<file path="src/srcb_pkg.sv">
package srcb_pkg;

    // Shift chain lengths; the address and data fields themselves stay 16 and 8 bits wide.
    localparam int ADDRESS_BITS = 16;
    localparam int DATA_BITS    = 8;

    localparam int ADDR_W  = 16;
    localparam int DATA_W  = 8;
    localparam int PINS_W  = 13;
    localparam int COUNT_W = 5;

    // Sequencer phases.
    localparam logic [3:0] PH_IDLE         = 4'd0;
    localparam logic [3:0] PH_RD_LOW       = 4'd1;
    localparam logic [3:0] PH_ADDR         = 4'd2;
    localparam logic [3:0] PH_ADDR_LATCH   = 4'd3;
    localparam logic [3:0] PH_CS_LOW       = 4'd4;
    localparam logic [3:0] PH_DIN_LATCH    = 4'd5;
    localparam logic [3:0] PH_DIN_LOAD     = 4'd6;
    localparam logic [3:0] PH_DIN_LOAD_END = 4'd7;
    localparam logic [3:0] PH_DIN          = 4'd8;
    localparam logic [3:0] PH_DOUT         = 4'd9;
    localparam logic [3:0] PH_DOUT_LATCH   = 4'd10;
    localparam logic [3:0] PH_STROBE_LOW   = 4'd11;
    localparam logic [3:0] PH_STROBE_HIGH  = 4'd12;
    localparam logic [3:0] PH_FINAL        = 4'd13;

    // Command kinds.
    localparam logic [1:0] FUNC_ROM_READ  = 2'd0;
    localparam logic [1:0] FUNC_RAM_READ  = 2'd1;
    localparam logic [1:0] FUNC_REG_WRITE = 2'd2;
    localparam logic [1:0] FUNC_RAM_WRITE = 2'd3;

    // Pin positions in the pin vector.
    localparam int PIN_ADDR_DATA  = 0;
    localparam int PIN_ADDR_SCLK  = 1;
    localparam int PIN_ADDR_LATCH = 2;
    localparam int PIN_DOUT_DATA  = 3;
    localparam int PIN_DOUT_SCLK  = 4;
    localparam int PIN_DOUT_LATCH = 5;
    localparam int PIN_OE_N       = 6;
    localparam int PIN_WR_N       = 7;
    localparam int PIN_RD_N       = 8;
    localparam int PIN_CS_N       = 9;
    localparam int PIN_DIN_LATCH  = 10;
    localparam int PIN_LOAD_N     = 11;
    localparam int PIN_DIN_SCLK   = 12;

    // All strobes and clocks high, both data pins low.
    localparam logic [PINS_W-1:0] PIN_RESET = 13'h1FF6;

    typedef struct packed {
        logic [3:0]         phase;
        logic [COUNT_W-1:0] bit_count;
        logic               half_step;
        logic [1:0]         command_kind;
        logic [ADDR_W-1:0]  address_hold;
        logic [DATA_W-1:0]  data_hold;
        logic [DATA_W-1:0]  gather_byte;
        logic [PINS_W-1:0]  pin_vector;
    } seq_state_t;

    typedef struct packed {
        logic              start_req;
        logic [1:0]        func;
        logic [ADDR_W-1:0] bus_address;
        logic [DATA_W-1:0] write_byte;
        logic              serial_in;
    } tick_item_t;

    typedef struct packed {
        logic [PINS_W-1:0] pins;
        logic              done_res;
        logic [DATA_W-1:0] read_byte;
        logic              busy_res;
    } tick_result_t;

endpackage

</file>
<file path="src/srcb_step.sv">
module srcb_step (
    input  srcb_pkg::seq_state_t   st_i,
    input  srcb_pkg::tick_item_t   item_i,
    output srcb_pkg::seq_state_t   st_o,
    output srcb_pkg::tick_result_t res_o
);

    srcb_pkg::seq_state_t st;
    srcb_pkg::seq_state_t nx;
    logic                 done;
    logic [4:0]           addr_idx;
    logic [4:0]           data_idx;
    logic                 addr_bit;
    logic                 data_bit;

    always_comb begin
        // Command start is folded into the same tick as its first pin update.
        st = st_i;
        if (st_i.phase == srcb_pkg::PH_IDLE && item_i.start_req) begin
            st.command_kind = item_i.func;
            st.address_hold = item_i.bus_address;
            st.data_hold    = item_i.write_byte;
            st.gather_byte  = '0;
            st.bit_count    = '0;
            st.half_step    = 1'b0;
            if (item_i.func == srcb_pkg::FUNC_ROM_READ || item_i.func == srcb_pkg::FUNC_RAM_READ) begin
                st.phase = srcb_pkg::PH_RD_LOW;
            end else begin
                st.phase = srcb_pkg::PH_ADDR;
            end
        end
    end

    // MSB-first bit selection; positions beyond the field width shift out as zero.
    assign addr_idx = 5'(srcb_pkg::ADDRESS_BITS - 1) - st.bit_count;
    assign data_idx = 5'(srcb_pkg::DATA_BITS - 1) - st.bit_count;
    assign addr_bit = (addr_idx < 5'(srcb_pkg::ADDR_W)) ? st.address_hold[addr_idx[3:0]] : 1'b0;
    assign data_bit = (data_idx < 5'(srcb_pkg::DATA_W)) ? st.data_hold[data_idx[2:0]] : 1'b0;

    always_comb begin
        nx   = st;
        done = 1'b0;
        case (st.phase)
            srcb_pkg::PH_IDLE: begin
                nx = st;
            end
            srcb_pkg::PH_RD_LOW: begin
                nx.pin_vector[srcb_pkg::PIN_RD_N] = 1'b0;
                nx.phase     = srcb_pkg::PH_ADDR;
                nx.bit_count = '0;
                nx.half_step = 1'b0;
            end
            srcb_pkg::PH_ADDR: begin
                if (!st.half_step) begin
                    nx.pin_vector[srcb_pkg::PIN_ADDR_LATCH] = 1'b0;
                    nx.pin_vector[srcb_pkg::PIN_ADDR_SCLK]  = 1'b0;
                    nx.pin_vector[srcb_pkg::PIN_ADDR_DATA]  = addr_bit;
                    nx.half_step = 1'b1;
                end else begin
                    nx.pin_vector[srcb_pkg::PIN_ADDR_SCLK] = 1'b1;
                    nx.half_step = 1'b0;
                    if (st.bit_count == 5'(srcb_pkg::ADDRESS_BITS - 1)) begin
                        nx.phase = srcb_pkg::PH_ADDR_LATCH;
                    end else begin
                        nx.bit_count = st.bit_count + 5'd1;
                    end
                end
            end
            srcb_pkg::PH_ADDR_LATCH: begin
                nx.pin_vector[srcb_pkg::PIN_ADDR_LATCH] = 1'b1;
                nx.bit_count = '0;
                nx.half_step = 1'b0;
                if (st.command_kind == srcb_pkg::FUNC_ROM_READ) begin
                    nx.phase = srcb_pkg::PH_DIN_LATCH;
                end else if (st.command_kind == srcb_pkg::FUNC_REG_WRITE) begin
                    nx.phase = srcb_pkg::PH_DOUT;
                end else begin
                    nx.phase = srcb_pkg::PH_CS_LOW;
                end
            end
            srcb_pkg::PH_CS_LOW: begin
                nx.pin_vector[srcb_pkg::PIN_CS_N] = 1'b0;
                nx.bit_count = '0;
                nx.half_step = 1'b0;
                if (st.command_kind == srcb_pkg::FUNC_RAM_READ) begin
                    nx.phase = srcb_pkg::PH_DIN_LATCH;
                end else begin
                    nx.phase = srcb_pkg::PH_DOUT;
                end
            end
            srcb_pkg::PH_DIN_LATCH: begin
                nx.pin_vector[srcb_pkg::PIN_DIN_LATCH] = 1'b0;
                nx.phase = srcb_pkg::PH_DIN_LOAD;
            end
            srcb_pkg::PH_DIN_LOAD: begin
                nx.pin_vector[srcb_pkg::PIN_DIN_LATCH] = 1'b1;
                nx.pin_vector[srcb_pkg::PIN_LOAD_N]    = 1'b0;
                nx.phase = srcb_pkg::PH_DIN_LOAD_END;
            end
            srcb_pkg::PH_DIN_LOAD_END: begin
                nx.pin_vector[srcb_pkg::PIN_LOAD_N] = 1'b1;
                nx.phase     = srcb_pkg::PH_DIN;
                nx.bit_count = '0;
                nx.half_step = 1'b0;
            end
            srcb_pkg::PH_DIN: begin
                if (!st.half_step) begin
                    nx.gather_byte = {st.gather_byte[srcb_pkg::DATA_W-2:0], item_i.serial_in};
                    nx.pin_vector[srcb_pkg::PIN_DIN_SCLK] = 1'b0;
                    nx.half_step = 1'b1;
                end else begin
                    nx.pin_vector[srcb_pkg::PIN_DIN_SCLK] = 1'b1;
                    nx.half_step = 1'b0;
                    if (st.bit_count == 5'(srcb_pkg::DATA_BITS - 1)) begin
                        nx.phase = srcb_pkg::PH_FINAL;
                    end else begin
                        nx.bit_count = st.bit_count + 5'd1;
                    end
                end
            end
            srcb_pkg::PH_DOUT: begin
                if (!st.half_step) begin
                    nx.pin_vector[srcb_pkg::PIN_DOUT_LATCH] = 1'b0;
                    nx.pin_vector[srcb_pkg::PIN_DOUT_SCLK]  = 1'b0;
                    nx.pin_vector[srcb_pkg::PIN_DOUT_DATA]  = data_bit;
                    nx.half_step = 1'b1;
                end else begin
                    nx.pin_vector[srcb_pkg::PIN_DOUT_SCLK] = 1'b1;
                    nx.half_step = 1'b0;
                    if (st.bit_count == 5'(srcb_pkg::DATA_BITS - 1)) begin
                        nx.phase = srcb_pkg::PH_DOUT_LATCH;
                    end else begin
                        nx.bit_count = st.bit_count + 5'd1;
                    end
                end
            end
            srcb_pkg::PH_DOUT_LATCH: begin
                nx.pin_vector[srcb_pkg::PIN_DOUT_LATCH] = 1'b1;
                nx.phase = srcb_pkg::PH_STROBE_LOW;
            end
            srcb_pkg::PH_STROBE_LOW: begin
                nx.pin_vector[srcb_pkg::PIN_OE_N] = 1'b0;
                nx.pin_vector[srcb_pkg::PIN_WR_N] = 1'b0;
                nx.phase = srcb_pkg::PH_STROBE_HIGH;
            end
            srcb_pkg::PH_STROBE_HIGH: begin
                nx.pin_vector[srcb_pkg::PIN_OE_N] = 1'b1;
                nx.pin_vector[srcb_pkg::PIN_WR_N] = 1'b1;
                if (st.command_kind == srcb_pkg::FUNC_RAM_WRITE) begin
                    nx.phase = srcb_pkg::PH_FINAL;
                end else begin
                    done     = 1'b1;
                    nx.phase = srcb_pkg::PH_IDLE;
                end
            end
            srcb_pkg::PH_FINAL: begin
                if (st.command_kind == srcb_pkg::FUNC_ROM_READ ||
                    st.command_kind == srcb_pkg::FUNC_RAM_READ) begin
                    nx.pin_vector[srcb_pkg::PIN_RD_N] = 1'b1;
                end
                if (st.command_kind == srcb_pkg::FUNC_RAM_READ ||
                    st.command_kind == srcb_pkg::FUNC_RAM_WRITE) begin
                    nx.pin_vector[srcb_pkg::PIN_CS_N] = 1'b1;
                end
                done     = 1'b1;
                nx.phase = srcb_pkg::PH_IDLE;
            end
            default: begin
                nx.phase = srcb_pkg::PH_IDLE;
            end
        endcase
    end

    always_comb begin
        st_o            = nx;
        res_o.pins      = nx.pin_vector;
        res_o.done_res  = done;
        res_o.busy_res  = (st.phase != srcb_pkg::PH_IDLE);
        res_o.read_byte = '0;
        if (done && (st.command_kind == srcb_pkg::FUNC_ROM_READ ||
                     st.command_kind == srcb_pkg::FUNC_RAM_READ)) begin
            res_o.read_byte = nx.gather_byte;
        end
    end

endmodule

</file>
<file path="src/shift_register_cart_bus_sequencer_unit.sv">
// Path: the accepting edge loads the input register; the result register is loaded
// when the tick advances, that is while it is empty or being drained by m_ready.
// Throughput: one input beat and one result beat per cycle while m_ready stays high;
// the combinational tick logic between the registers closes the sequencer state loop.
// Reset: aresetn is synchronous and active low; it empties both registers, returns
// the sequencer to idle and sets the held pin vector to all strobes and clocks high.
module shift_register_cart_bus_sequencer_unit (
    input  logic                        aclk,
    input  logic                        aresetn,

    input  logic                        s_valid,
    output logic                        s_ready,
    input  logic                        s_start_req,
    input  logic [1:0]                  s_func,
    input  logic [srcb_pkg::ADDR_W-1:0] s_bus_address,
    input  logic [srcb_pkg::DATA_W-1:0] s_write_byte,
    input  logic                        s_serial_in,

    output logic                        m_valid,
    input  logic                        m_ready,
    output logic [srcb_pkg::PINS_W-1:0] m_pins,
    output logic                        m_done_res,
    output logic [srcb_pkg::DATA_W-1:0] m_read_byte,
    output logic                        m_busy_res
);

    // Input register: holds one tick until the result register can take its outcome.
    logic                  in_valid_reg;
    logic                  in_valid_next;
    srcb_pkg::tick_item_t  in_item_reg;

    // Sequencer state, advanced once per processed tick.
    srcb_pkg::seq_state_t  st_reg;
    srcb_pkg::seq_state_t  st_next;

    // Result register: parts the result channel from the input side.
    logic                  out_valid_reg;
    logic                  out_valid_next;
    srcb_pkg::tick_result_t out_reg;
    srcb_pkg::tick_result_t res_next;

    logic                  s_accept;
    logic                  advance;

    // A tick is processed whenever the result register is empty or being drained.
    assign advance  = in_valid_reg && (!out_valid_reg || m_ready);
    assign s_ready  = !in_valid_reg || advance;
    assign s_accept = s_valid && s_ready;

    assign in_valid_next  = s_accept ? 1'b1 : (advance ? 1'b0 : in_valid_reg);
    assign out_valid_next = advance ? 1'b1 : (m_ready ? 1'b0 : out_valid_reg);

    srcb_step u_step (
        .st_i   (st_reg),
        .item_i (in_item_reg),
        .st_o   (st_next),
        .res_o  (res_next)
    );

    always_ff @(posedge aclk) begin
        if (!aresetn) begin
            in_valid_reg  <= 1'b0;
            out_valid_reg <= 1'b0;
            st_reg        <= '{phase: srcb_pkg::PH_IDLE, bit_count: '0, half_step: 1'b0,
                               command_kind: '0, address_hold: '0, data_hold: '0,
                               gather_byte: '0, pin_vector: srcb_pkg::PIN_RESET};
        end else begin
            in_valid_reg  <= in_valid_next;
            out_valid_reg <= out_valid_next;
            if (advance) begin
                st_reg <= st_next;
            end
        end
    end

    // Payload registers carry no reset.
    always_ff @(posedge aclk) begin
        if (s_accept) begin
            in_item_reg.start_req   <= s_start_req;
            in_item_reg.func        <= s_func;
            in_item_reg.bus_address <= s_bus_address;
            in_item_reg.write_byte  <= s_write_byte;
            in_item_reg.serial_in   <= s_serial_in;
        end
        if (advance) begin
            out_reg <= res_next;
        end
    end

    assign m_valid     = out_valid_reg;
    assign m_pins      = out_reg.pins;
    assign m_done_res  = out_reg.done_res;
    assign m_read_byte = out_reg.read_byte;
    assign m_busy_res  = out_reg.busy_res;

endmodule

</file>
<file path="config.mk">
export PLATFORM = sky130hd
export DESIGN_NAME = shift_register_cart_bus_sequencer_unit
export DESIGN_NICKNAME = d
export VERILOG_FILES = /design/src/srcb_pkg.sv /design/src/srcb_step.sv /design/src/shift_register_cart_bus_sequencer_unit.sv
export SDC_FILE = /design/constraint.sdc
export NUM_CORES = 1
export LEC_CHECK = 0
export BUFFER_PORTS_ARGS = -buffer_cell sky130_fd_sc_hd__buf_4
export CAP_MARGIN = 20
export CELL_PAD_IN_SITES_DETAIL_PLACEMENT = 1
export CELL_PAD_IN_SITES_GLOBAL_PLACEMENT = 2
export CORE_MARGIN = 2
export CORE_UTILIZATION = 40
export CTS_CLUSTER_DIAMETER = 200
export DETAILED_ROUTE_END_ITERATION = 10
export PLACE_DENSITY_LB_ADDON = 0.1
export SKIP_LAST_GASP = 1
export SLEW_MARGIN = 20
export SYNTH_ARGS = -nofsm -noshare
export SYNTH_HDL_FRONTEND = slang
export SYNTH_SLANG_ARGS = --single-unit
</file>
<file path="constraint.sdc">
create_clock -name aclk -period 4.9 [get_ports aclk]
set_input_delay 0.49 -clock aclk [delete_from_list [all_inputs] [get_ports aclk]]
set_output_delay 0.49 -clock aclk [all_outputs]
set_load 0.005 [all_outputs]
</file>
# Word-level counts from Yosys, hierarchy flattened
# Cells that the tools add are included.
[word_totals] reg_bits=110 input_bits=32 output_inout_bits=25 word_cells=111
[op_classes] n_addsub=3 magnitude_cmp=4 eq_ne=19 n_mux=47 n_reduce_logical=19
[ops] cell="4-bit one-hot mux with 13 select lines" count=1
[ops] cell="44-bit two-way mux" count=1
[ops] cell="9-bit two-way mux" count=4
[ops] cell="4-bit two-way mux" count=7
[ops] cell="4-bit == test (second input constant)" count=6
[ops] cell="6-bit one-hot mux with 4 select lines" count=1
[ops] cell="1-bit two-way mux" count=17
[ops] cell="4-bit by 3-bit == test with 1-bit output (second input constant)" count=4
[ops] cell="1-bit one-hot mux with 2 select lines" count=7
[ops] cell="5-bit two-way mux" count=2
[ops] cell="4-bit by 2-bit == test with 1-bit output (second input constant)" count=2
[ops] cell="4-bit zero test" count=2
[ops] cell="8-bit two-way mux" count=1
[ops] cell="2-bit two-way mux" count=3
[ops] cell="5-bit by 1-bit adder with 5-bit output (second input constant)" count=1
[ops] cell="5-bit by 3-bit == test with 1-bit output (second input constant)" count=1
[ops] cell="5-bit by 4-bit == test with 1-bit output (second input constant)" count=1
[ops] cell="1-bit logical OR" count=5
[ops] cell="4-bit by 5-bit less-than comparator with 1-bit output (second input constant)" count=1
[ops] cell="5-bit by 4-bit less-than comparator with 1-bit output (second input constant)" count=1
[ops] cell="5-bit less-than comparator (second input constant)" count=1
[ops] cell="3-bit by 5-bit subtractor with 5-bit output (first input constant)" count=1
[ops] cell="4-bit by 5-bit subtractor with 5-bit output (first input constant)" count=1
[ops] cell="1-bit binary-select mux with 4-bit select" count=1
[ops] cell="other kinds (12)" count=20

# Depth between registers and ports, before layout
# Gate-level depths: netlist (run 1).
[depth] ltp_word=10 depth_mapped=10 depth_no_buf=9

# Modules after synthesis
# A second synthesis (run 1) with hierarchy kept.
[hier_totals] cells_unflattened=612 hier_area_um2=5634.2
[modules_own_cells] module="shift_register_cart_bus_sequencer_unit" n_inst=1 cells_each=311 area_each_um2=3936.3 seq_area_each_um2=2712.6
[modules_own_cells] module="srcb_step" n_inst=1 cells_each=301 area_each_um2=1697.9 seq_area_each_um2=0.0

# Worst setup path before layout (run 1)
# Ideal clock, no wire load.
[synth_timing] path_kind="register to register" startpoint="reg st_reg[55] (netlist name)" endpoint="reg st_reg[49] (netlist name)" setup_ns=0.120 arrival_ns=2.322 required_ns=4.780 setup_slack_ns=2.458 path_stages_with_launch=11 n_path_buf=1 period_less_slack_ns=2.442 cell_sequence="dfxtp_1 > buf_6 > nor2_1 > nand2_1 > and2_1 > ha_1 > nand4bb_1 > a21boi_0 > a211oi_2 > a21boi_1 > o31a_1"
[synth_between] elab_chain_cells=7 elab_cells_between_ends=20 cone_classes="add/sub: 1; eq/ne: 9; mux: 7; reduce/logical: 3"
[synth_lines] item="start: declaration" line="shift_register_cart_bus_sequencer_unit.sv:33" source="srcb_pkg::seq_state_t st_reg;"
[synth_lines] item="start signal: assignment" line="shift_register_cart_bus_sequencer_unit.sv:64" source="st_reg <= '{phase: srcb_pkg::PH_IDLE, bit_count: '0, half_step: 1'b0,"
[synth_lines] item="start signal: assignment" line="shift_register_cart_bus_sequencer_unit.sv:71" source="st_reg <= st_next;"
[synth_lines] item="4-bit zero test" line="srcb_step.sv:19" source="if (st_i.phase == srcb_pkg::PH_IDLE && item_i.start_req) begin"
[synth_lines] item="1-bit logical AND" line="srcb_step.sv:19"
[synth_lines] item="44-bit two-way mux (*)" line="srcb_step.sv:19"
[synth_lines] item="5-bit by 1-bit adder with 5-bit output (tied with other cells)" line="srcb_step.sv:65, srcb_step.sv:117, srcb_step.sv:133"
[synth_lines] item="5-bit two-way mux (on tied branches)" line="srcb_step.sv:114, srcb_step.sv:130, srcb_step.sv:62"
[synth_lines] item="9-bit two-way mux (on tied branches)" line="srcb_step.sv:122, srcb_step.sv:54, srcb_step.sv:107"
[synth_lines] item="6-bit one-hot mux with 4 select lines (*)" line="srcb_step.sv:43" source="case (st.phase)"
# Mark *: on every way between the ends. The rest lies on a longest branch, timed or not.
# A chain may end at the register's enable or synchronous reset.

# Final worst setup path (run 1)
# Ends and elaborated chain as after synthesis.

==> results list, run 1 <==
- The flow ran to the end, and the final reports show no timing, DRC or antenna violations.
- In the layout the commonest cells are sky130_fd_sc_hd__nand2_1, sky130_fd_sc_hd__buf_4, sky130_fd_sc_hd__a21oi_1, sky130_fd_sc_hd__dfxtp_1, sky130_fd_sc_hd__edfxtp_1.
- Detailed-route DRC error count: 0
- Of the total power, registers draw 0.546.
* Setup repair after global routing missed its margin: false
- Detailed placement ended at an HPWL of 8.246 mm.
- Hold-fix buffer count after cts: 0
- Clock network fraction of design power: 0.375
- Of the cells placed in the final design, the portion with a size suffix greater than 1 is 0.1767.
- The number of hold violations in the final report came to 0.
- Internal power: 1.438 mW
- Tot GR Track Use: 0.1991
- Met2 GRT Util: 0.3384
- At the end of routability-driven placement, the weighted congestion stood at 0.8706.
- Placeable core region: 0.01206 mm²
- Deepest clock path buffer count: 2
- Synthesis instantiated 66 different standard cells from the library.
- The layer flagged by global routing as most heavily used is met2.
- The detail route stage leaves a number of antenna-violating nets equal to 0.
* Final routed wire length divided by cell count: 17.37 µm
* Initial standard-cell utilization of the core: 0.4120
- Final hold slack: 0.3070 ns
- Global-route wire length before repair: 20.45 mm
- Summed over all cells, the static leakage comes to 1.992 nW.
- The die covers 0.01333 mm².
- Wirelength, routed: 12.45 mm
- Num Clock Sinks: 110
* Final-stage net count: 577
* Achievable Freq: 298.4 MHz
- The die is 115.5 µm wide.
- After synthesis the netlist holds a flip-flop and latch count of 110.
- Kind of critical path: reg2reg
- The register with the most flip-flops in the layout has 57 of them.
- The tightest min-delay check is of the in2reg type.
* Clock Pin Slew Worst Setup and Hold Paths: 0.07 ns
- Total congestion overflow: 0
* Net count after synthesis: 539
- Worst setup slack after placement: 1.608 ns
- Period Utilization, post-route: 0.6839
- Initial DRC count: 234
- Category of the worst setup path capture point: flip-flop
- For this run, global-route usage on met1 was measured as 0.2519.
- For the finished layout, the period the worst path requires is 3.351 ns.
- Proportion of register bits with asynchronous set or reset after synthesis: 0
- After routing, the total negative slack on setup checks comes to 0 ns.
* Final-report setup violation count: 0
* Predominant post-synthesis flop cell: sky130_fd_sc_hd__dfxtp_1
* Post-CTS setup buffers: 0
- The Yosys step of the flow raised 0 warnings.
- Portion of the post-synthesis area used by sequential elements: 0.5458
- Of all nets on the critical path, the largest fanout is 28.
- The first TritonRoute pass finished after 4 iterations.
- The worst setup path is launched from a flip-flop.
* Later-pin clock latency in the skew report: 0.36 ns
- Mapped Cells: 506
* Number of max-slew violations in the final report: 0
- Post-Layout Cell Count: 717
- The share of synthesized area in the top cell type comes to 0.3082.
- Vert. Die Dim: 115.5 µm
- The area growth from synthesis to layout is 16.16%.
- The number of global-route vias before repair was 3957.
- Met3 demand-to-capacity share in global routing: 0.03975
- Net switching component of the power: 437.1 µW
- Cell area after technology mapping: 0.004970 mm²
- Total inserted antenna cells: 0
- Power Density: 324.8 mW/mm²
- Worst vdd ir: 0.0001909 V
- Data required time at the worst endpoint: 5.15 ns
- The share of total power dissipated in combinational logic is 0.079.
- Of the total power, the share spent switching nets is 0.2331.
- Total CTS buffers: 9
* Count of input and output buffers: 56
- Vias per cell: 5.476
- Worst clock skew: 0.01004 ns
- For the pin with the worst max-slew slack, the measured transition is 1.042 ns.
* # resized after CTS: 0
- The synthesized design spends more area on one cell type than any other, namely sky130_fd_sc_hd__edfxtp_1.
* Via count of the routed design: 3926
* Number of antenna violations at the first check in global routing: 0
* Number of violations of the max-capacitance limit: 0
- Entering global routing, the biggest net connects 45 pins.
- Clock Tree Root: sky130_fd_sc_hd__clkbuf_16
- Number of enable-type register cells in the synthesized netlist: 51
- Leaving out fill and tap cells, the most frequent cell in the layout is sky130_fd_sc_hd__nand2_1.
- TritonCTS built the clock tree.
* Slew headroom: 0.3042
- Final critical-path setup slack: 1.549 ns
- I/O pin cnt: 57
* Std cell rows: 40
- Counting tap cells, the placed design contains a total of 701 instances.
* Mean post-synth cell area: 9.822 µm²
- Data arrival, critical path: 3.60 ns
* Ranking of synthesized cells by area: sky130_fd_sc_hd__edfxtp_1, sky130_fd_sc_hd__dfxtp_1, sky130_fd_sc_hd__nand2_1
* Number of H-tree levels: 3
power groups by stage:
stage / registers (mW) / clock network, mW / logic [mW]
3_3_place_gp: 1.04 / 0 / 0.146
6_report: 1.02 / 0.704 / 0.148
3_5_place_dp: 1.04 / 0 / 0.150
4_1_cts: 1.02 / 0.728 / 0.150
2_1_floorplan: 1.04 / 0 / 0.0906
5_1_grt: 1.03 / 0.759 / 0.165
kinds of logic (layout without fill, tap and decap cells):
logic type | count (synthesis) | count (layout) | share of synthesized area
and+or+nand+nor | 205 | 205 | 0.1969
xor gates and xnor gates | 1 | 1 | 0.001763
AOI/OAI and AO/OA | 136 | 136 | 0.1765
buffers and inverters | 42 | 85 | 0.03877
DFF | 110 | 110 | 0.5458
adders and majority gates | 1 | 1 | 0.002517
muxes | 11 | 11 | 0.03776
stage by stage:
| step | cell area, µm² | power [mW] | utilization |
|---|---|---|---|
| 2_1_floorplan | 4970 | 1.126 | - |
| 3_3_place_gp | 5483 | 1.188 | 0.4546 |
| 3_5_place_dp | 5483 | 1.194 | 0.4546 |
| 4_1_cts | 5768 | 1.901 | 0.4782 |
| 5_1_grt | 5773 | 1.952 | 0.4786 |
| 6_report | 5773 | 1.875 | 0.4786 |
Yosys cell counts, types with 7 or more instances:
master,n
sky130_fd_sc_hd__dfxtp_1,59
sky130_fd_sc_hd__nor2_1,29
sky130_fd_sc_hd__nand2_1,103
sky130_fd_sc_hd__edfxtp_1,51
sky130_fd_sc_hd__nand2b_1,7
sky130_fd_sc_hd__nor3_1,8
sky130_fd_sc_hd__and2_1,8
sky130_fd_sc_hd__a22oi_1,8
sky130_fd_sc_hd__nand3_1,16
sky130_fd_sc_hd__clkbuf_1,24
sky130_fd_sc_hd__a21oi_1,61
sky130_fd_sc_hd__o21ai_0,15
final cells by class:
cell class	instances	area (µm²)
inverter	6	22.52
tap	168	210.2
sequential	110	2713
clock buffer	12	256.5
timing repair buffer	63	473.0
multi-input combinational	354	2069
fill	1358	6289
clock inverter	4	28.78
per-layer routing:
layer / wire length, µm / vias to the layer above / share of wire
met5: 0 / - / 0
met2: 6264 / 67 / 0.50
met4: 268 / 0 / 0.022
met1: 5498 / 1940 / 0.44
li1: - / 1903 / -
met3: 419 / 16 / 0.034
worst max-delay path: stages (launching register included):
cell and delay [ns]:
sky130_fd_sc_hd__dfxtp_1 0.59, sky130_fd_sc_hd__nor2_1 0.53, sky130_fd_sc_hd__nand2_1 0.38, sky130_fd_sc_hd__and2_1 0.29, sky130_fd_sc_hd__ha_1 0.24, sky130_fd_sc_hd__nand4bb_1 0.34
sky130_fd_sc_hd__a21boi_0 0.21, sky130_fd_sc_hd__a211oi_2 0.29, sky130_fd_sc_hd__a21boi_1 0.10, sky130_fd_sc_hd__o31a_1 0.28
final timing paths:
kind                                            endpoint                     from  slack (ns)  cells after the start
worst max-delay path             st_reg[49]$_SDFFE_PN0P_  st_reg[55]$_SDFFE_PN0P_        1.55                      9
worst min-delay path            in_item_reg[6]$_DFFE_PP_          s_write_byte[5]        0.31                      1
worst max register to register   st_reg[49]$_SDFFE_PN0P_  st_reg[55]$_SDFFE_PN0P_        1.55                      9
worst min register to register   st_reg[31]$_SDFFE_PN0P_  st_reg[31]$_SDFFE_PN0P_        0.45                      2
No activity file was read; power rests on OpenSTA's default activity.
==> run 2, diff against run 1 <==
--- a/config.mk
+++ b/config.mk
@@ -10,7 +10,7 @@
 export CELL_PAD_IN_SITES_DETAIL_PLACEMENT = 1
 export CELL_PAD_IN_SITES_GLOBAL_PLACEMENT = 2
 export CORE_MARGIN = 2
-export CORE_UTILIZATION = 40
+export CORE_UTILIZATION = 37
 export CTS_CLUSTER_DIAMETER = 200
 export DETAILED_ROUTE_END_ITERATION = 10
 export PLACE_DENSITY_LB_ADDON = 0.1
==> constraint.sdc (replaced) <==
create_clock -name aclk -period 3.5 [get_ports aclk]
set_input_delay 0.35 -clock aclk [delete_from_list [all_inputs] [get_ports aclk]]
set_output_delay 0.35 -clock aclk [all_outputs]
set_load 0.005 [all_outputs]
==> run 2 against run 1 <==
Compared with the run above: sequential cell count did not move; worst hold slack got worse by 0.14 ns; utilization fell by 3.7 points; sequential power rose by 40%; highest routed layer unchanged; non-clock buffer count rose by 6; critical endpoint unchanged; setup slack got worse by 0.75 ns; critical path depth did not move; sequential share of layout area fell by 0.45 points; total power rose by 42%; clock skew rose by 0.0026 ns; via count rose by 0.97%; register-to-register slack got worse by 0.75 ns.
==> results list, run 2 (synthesis results as in run 1) <==
- Entering global routing, the biggest net connects 48 pins.
- The top cell types in the final layout, fill and taps aside, are sky130_fd_sc_hd__nand2_1, sky130_fd_sc_hd__buf_4, sky130_fd_sc_hd__a21oi_1, sky130_fd_sc_hd__dfxtp_1, sky130_fd_sc_hd__edfxtp_1.
* Kind of critical path: reg2reg
- Std cell rows: 42
- Setup repair after global routing missed its margin: false
- The multi-input combinational cells in the finished layout cover a total of 0.002064 mm².
- In this run the number of H-tree levels came out at 3.
- The library cell used most frequently in the layout, excluding fill and tap cells, is sky130_fd_sc_hd__nand2_1.
- Setup violations remaining at the end of the flow were counted as 0.
- Number of cell instances on the worst register-to-register path: 9
- Area growth from synthesis to layout: 17.30%
* Data arrival, critical path: 2.95 ns
- Clock network fraction of design power: 0.383
- The layout has 1492 filler cells.
* Worst Hold Path EP: in_item_reg[0]$_DFFE_PP_
- The first detailed-routing pass ran for 4 iterations.
- The final layout contains routed wiring with a total length of 12.25 mm.
- Number of max-slew violations in the final report: 0
* Final routed wire length divided by cell count: 16.76 µm
- The clock drives 110 sinks.
- Post-CTS setup buffers: 0
- Number of violations of the max-capacitance limit: 0
* Fraction of layout cells with a size suffix above 1: 0.1838
* Crit-path slowest cell: sky130_fd_sc_hd__edfxtp_1
* Placed cells: 715
* CP Launch Type: flip-flop
- Share of total power in sequential cells: 0.537
- Net switching component of the power: 610.4 µW
- Initial DRC count: 155
- The min-delay analysis places its worst path in the category in2reg.
- In the routed design, unresolved DRC markers number 0.
- Deepest clock path buffer count: 2
- Power spread over the standard cell area amounts to 456.1 mW/mm².
* Number of flip-flops under the largest register name: 57
- The sequential cells in the finished layout cover a total of 0.002713 mm².
* Placeable core region: 0.01319 mm²
- Of all nets on the critical path, the largest fanout is 10.
* Capturing point of the worst reg2reg path: st_reg[49]$_SDFFE_PN0P_
* Buf/Inv on CP: 0
- Hold-fix buffer count after cts: 0
- Run status: completed
* Period Utilization, post-route: 0.7731
* Worst path top cell family by delay: simple AND/OR/NAND/NOR gates
- The finished cells cover 0.005829 mm².
- Routability congestion estimate: 0.8656
- During I/O placement, the number of pins put on the boundary was 57.
- For the pin with the worst max-slew slack, the measured transition is 0.8162 ns.
- Via count of the first global-routing pass: 4032
- The signal on the critical path passes through nor3b_4, nand2_1, and2_1, ha_1, nand4bb_1, a21boi_0, a211oi_2, a21boi_1, o31a_1.
* Detail Route Antenna Nets: 0
* Via count of the routed design: 3964
* Hold path start: s_serial_in
* Clock Tree Root: sky130_fd_sc_hd__clkbuf_16
* Count of input and output buffers: 56
- Vias per cell: 5.423
- Final hold vios: 0
* Later-pin clock latency in the skew report: 0.35 ns
- Clock-pin slew was measured on the worst setup and hold paths at 0.08 ns.
* Category of the worst setup path capture point: flip-flop
- Area of the die: 0.01437 mm²
* Number of antenna violations at the first check in global routing: 0
- Total inserted antenna cells: 0
- Prior to clock tree synthesis, the placed netlist has a worst setup slack of 0.8540 ns.
* Part of the total power dissipated in combinational logic: 0.080
- In this run the register-to-register setup slack is 0.79 ns.
- Area post-placement: 0.005538 mm²
* Worst clock skew: 0.01263 ns
* Data required time at the worst endpoint: 3.74 ns
- Once the clock tree was built, the resizer swapped 0 gates to a different size.
- Post-route setup TNS: 0 ns
- Summed over all layers, the global routing overflow is 0.
* Post-route core utilization: 0.4419
- For this run, the total global-route usage over all layers was measured as 0.1808.
- Internal power: 2.049 mW
* Post-layout minimum cycle time: 2.706 ns
- The die is 119.9 µm tall.
* Final-stage net count: 583
- Post-Layout Cell Count: 731
- Initial standard-cell utilization of the core: 0.3768
- Timing would allow up to 369.6 MHz.
- IR analysis of the VDD net gives a maximum drop of 0.0002662 V.
* Global-route wire length before repair: 20.37 mm
- In the post-route analysis, the smallest setup slack over all paths is 0.7943 ns.
- For this design the static power due to leakage is 2.021 nW.
- Slew headroom: 0.4525
- In this run the critical register-to-register path is launched from in_item_reg[27]$_DFFE_PP_.
- Number of cells on the worst hold path: 1
- TritonCTS clock tree: done
- TritonCTS created 9 clock buffers.
- Of the total power, the share spent switching nets is 0.2296.
- Width of the chip: 119.9 µm
- DPL Wire Length: 8.115 mm
- Delay of the slowest cell on the worst path: 0.47 ns
## run 2: layout make-up
type | count | area share
clock buffer | 11 | 0.03992
clock inverter | 5 | 0.01009
inverter | 6 | 0.003863
multi-input combinational | 354 | 0.3542
sequential | 110 | 0.4653
tap | 176 | 0.03778
timing repair buffer | 69 | 0.08886
## run 2: per-stage QoR
step           hold WS [ns]  total power, mW
6_report             0.1684            2.659
5_1_grt              0.1601            2.772
4_1_cts              0.1599            2.695
3_5_place_dp         0.4488            1.674
3_3_place_gp         0.4408            1.668
2_1_floorplan        0.4331            1.576
## run 2: how the worst max path moves through the flow
stage	depth (start not counted)	from	end
global route	9	in_item_reg[27]$_DFFE_PP_	st_reg[49]$_SDFFE_PN0P_
floorplan	10	st_reg[55]$_SDFFE_PN0P_	st_reg[49]$_SDFFE_PN0P_
global placement	9	in_item_reg[27]$_DFFE_PP_	st_reg[49]$_SDFFE_PN0P_
detailed placement	9	in_item_reg[27]$_DFFE_PP_	st_reg[49]$_SDFFE_PN0P_
CTS	9	in_item_reg[27]$_DFFE_PP_	st_reg[49]$_SDFFE_PN0P_
finish	9	in_item_reg[27]$_DFFE_PP_	st_reg[49]$_SDFFE_PN0P_
## run 2: power groups by stage
| stage | Clock [mW] | Sequential [mW] | Combinational [mW] |
|---|---|---|---|
| after floorplan | 0 | 1.45 | 0.127 |
| after global placement | 0 | 1.46 | 0.212 |
| after detailed placement | 0 | 1.46 | 0.217 |
| after CTS | 1.05 | 1.43 | 0.218 |
| after global routing | 1.10 | 1.43 | 0.240 |
| final | 1.02 | 1.43 | 0.214 |
## run 2: routing by layer
layer / GRT usage / routed length (µm)
met1: 0.2225 / 5524
met2: 0.3129 / 6040
met3: 0.02899 / 367
met4: 0.07941 / 322
met5: 0 / 0
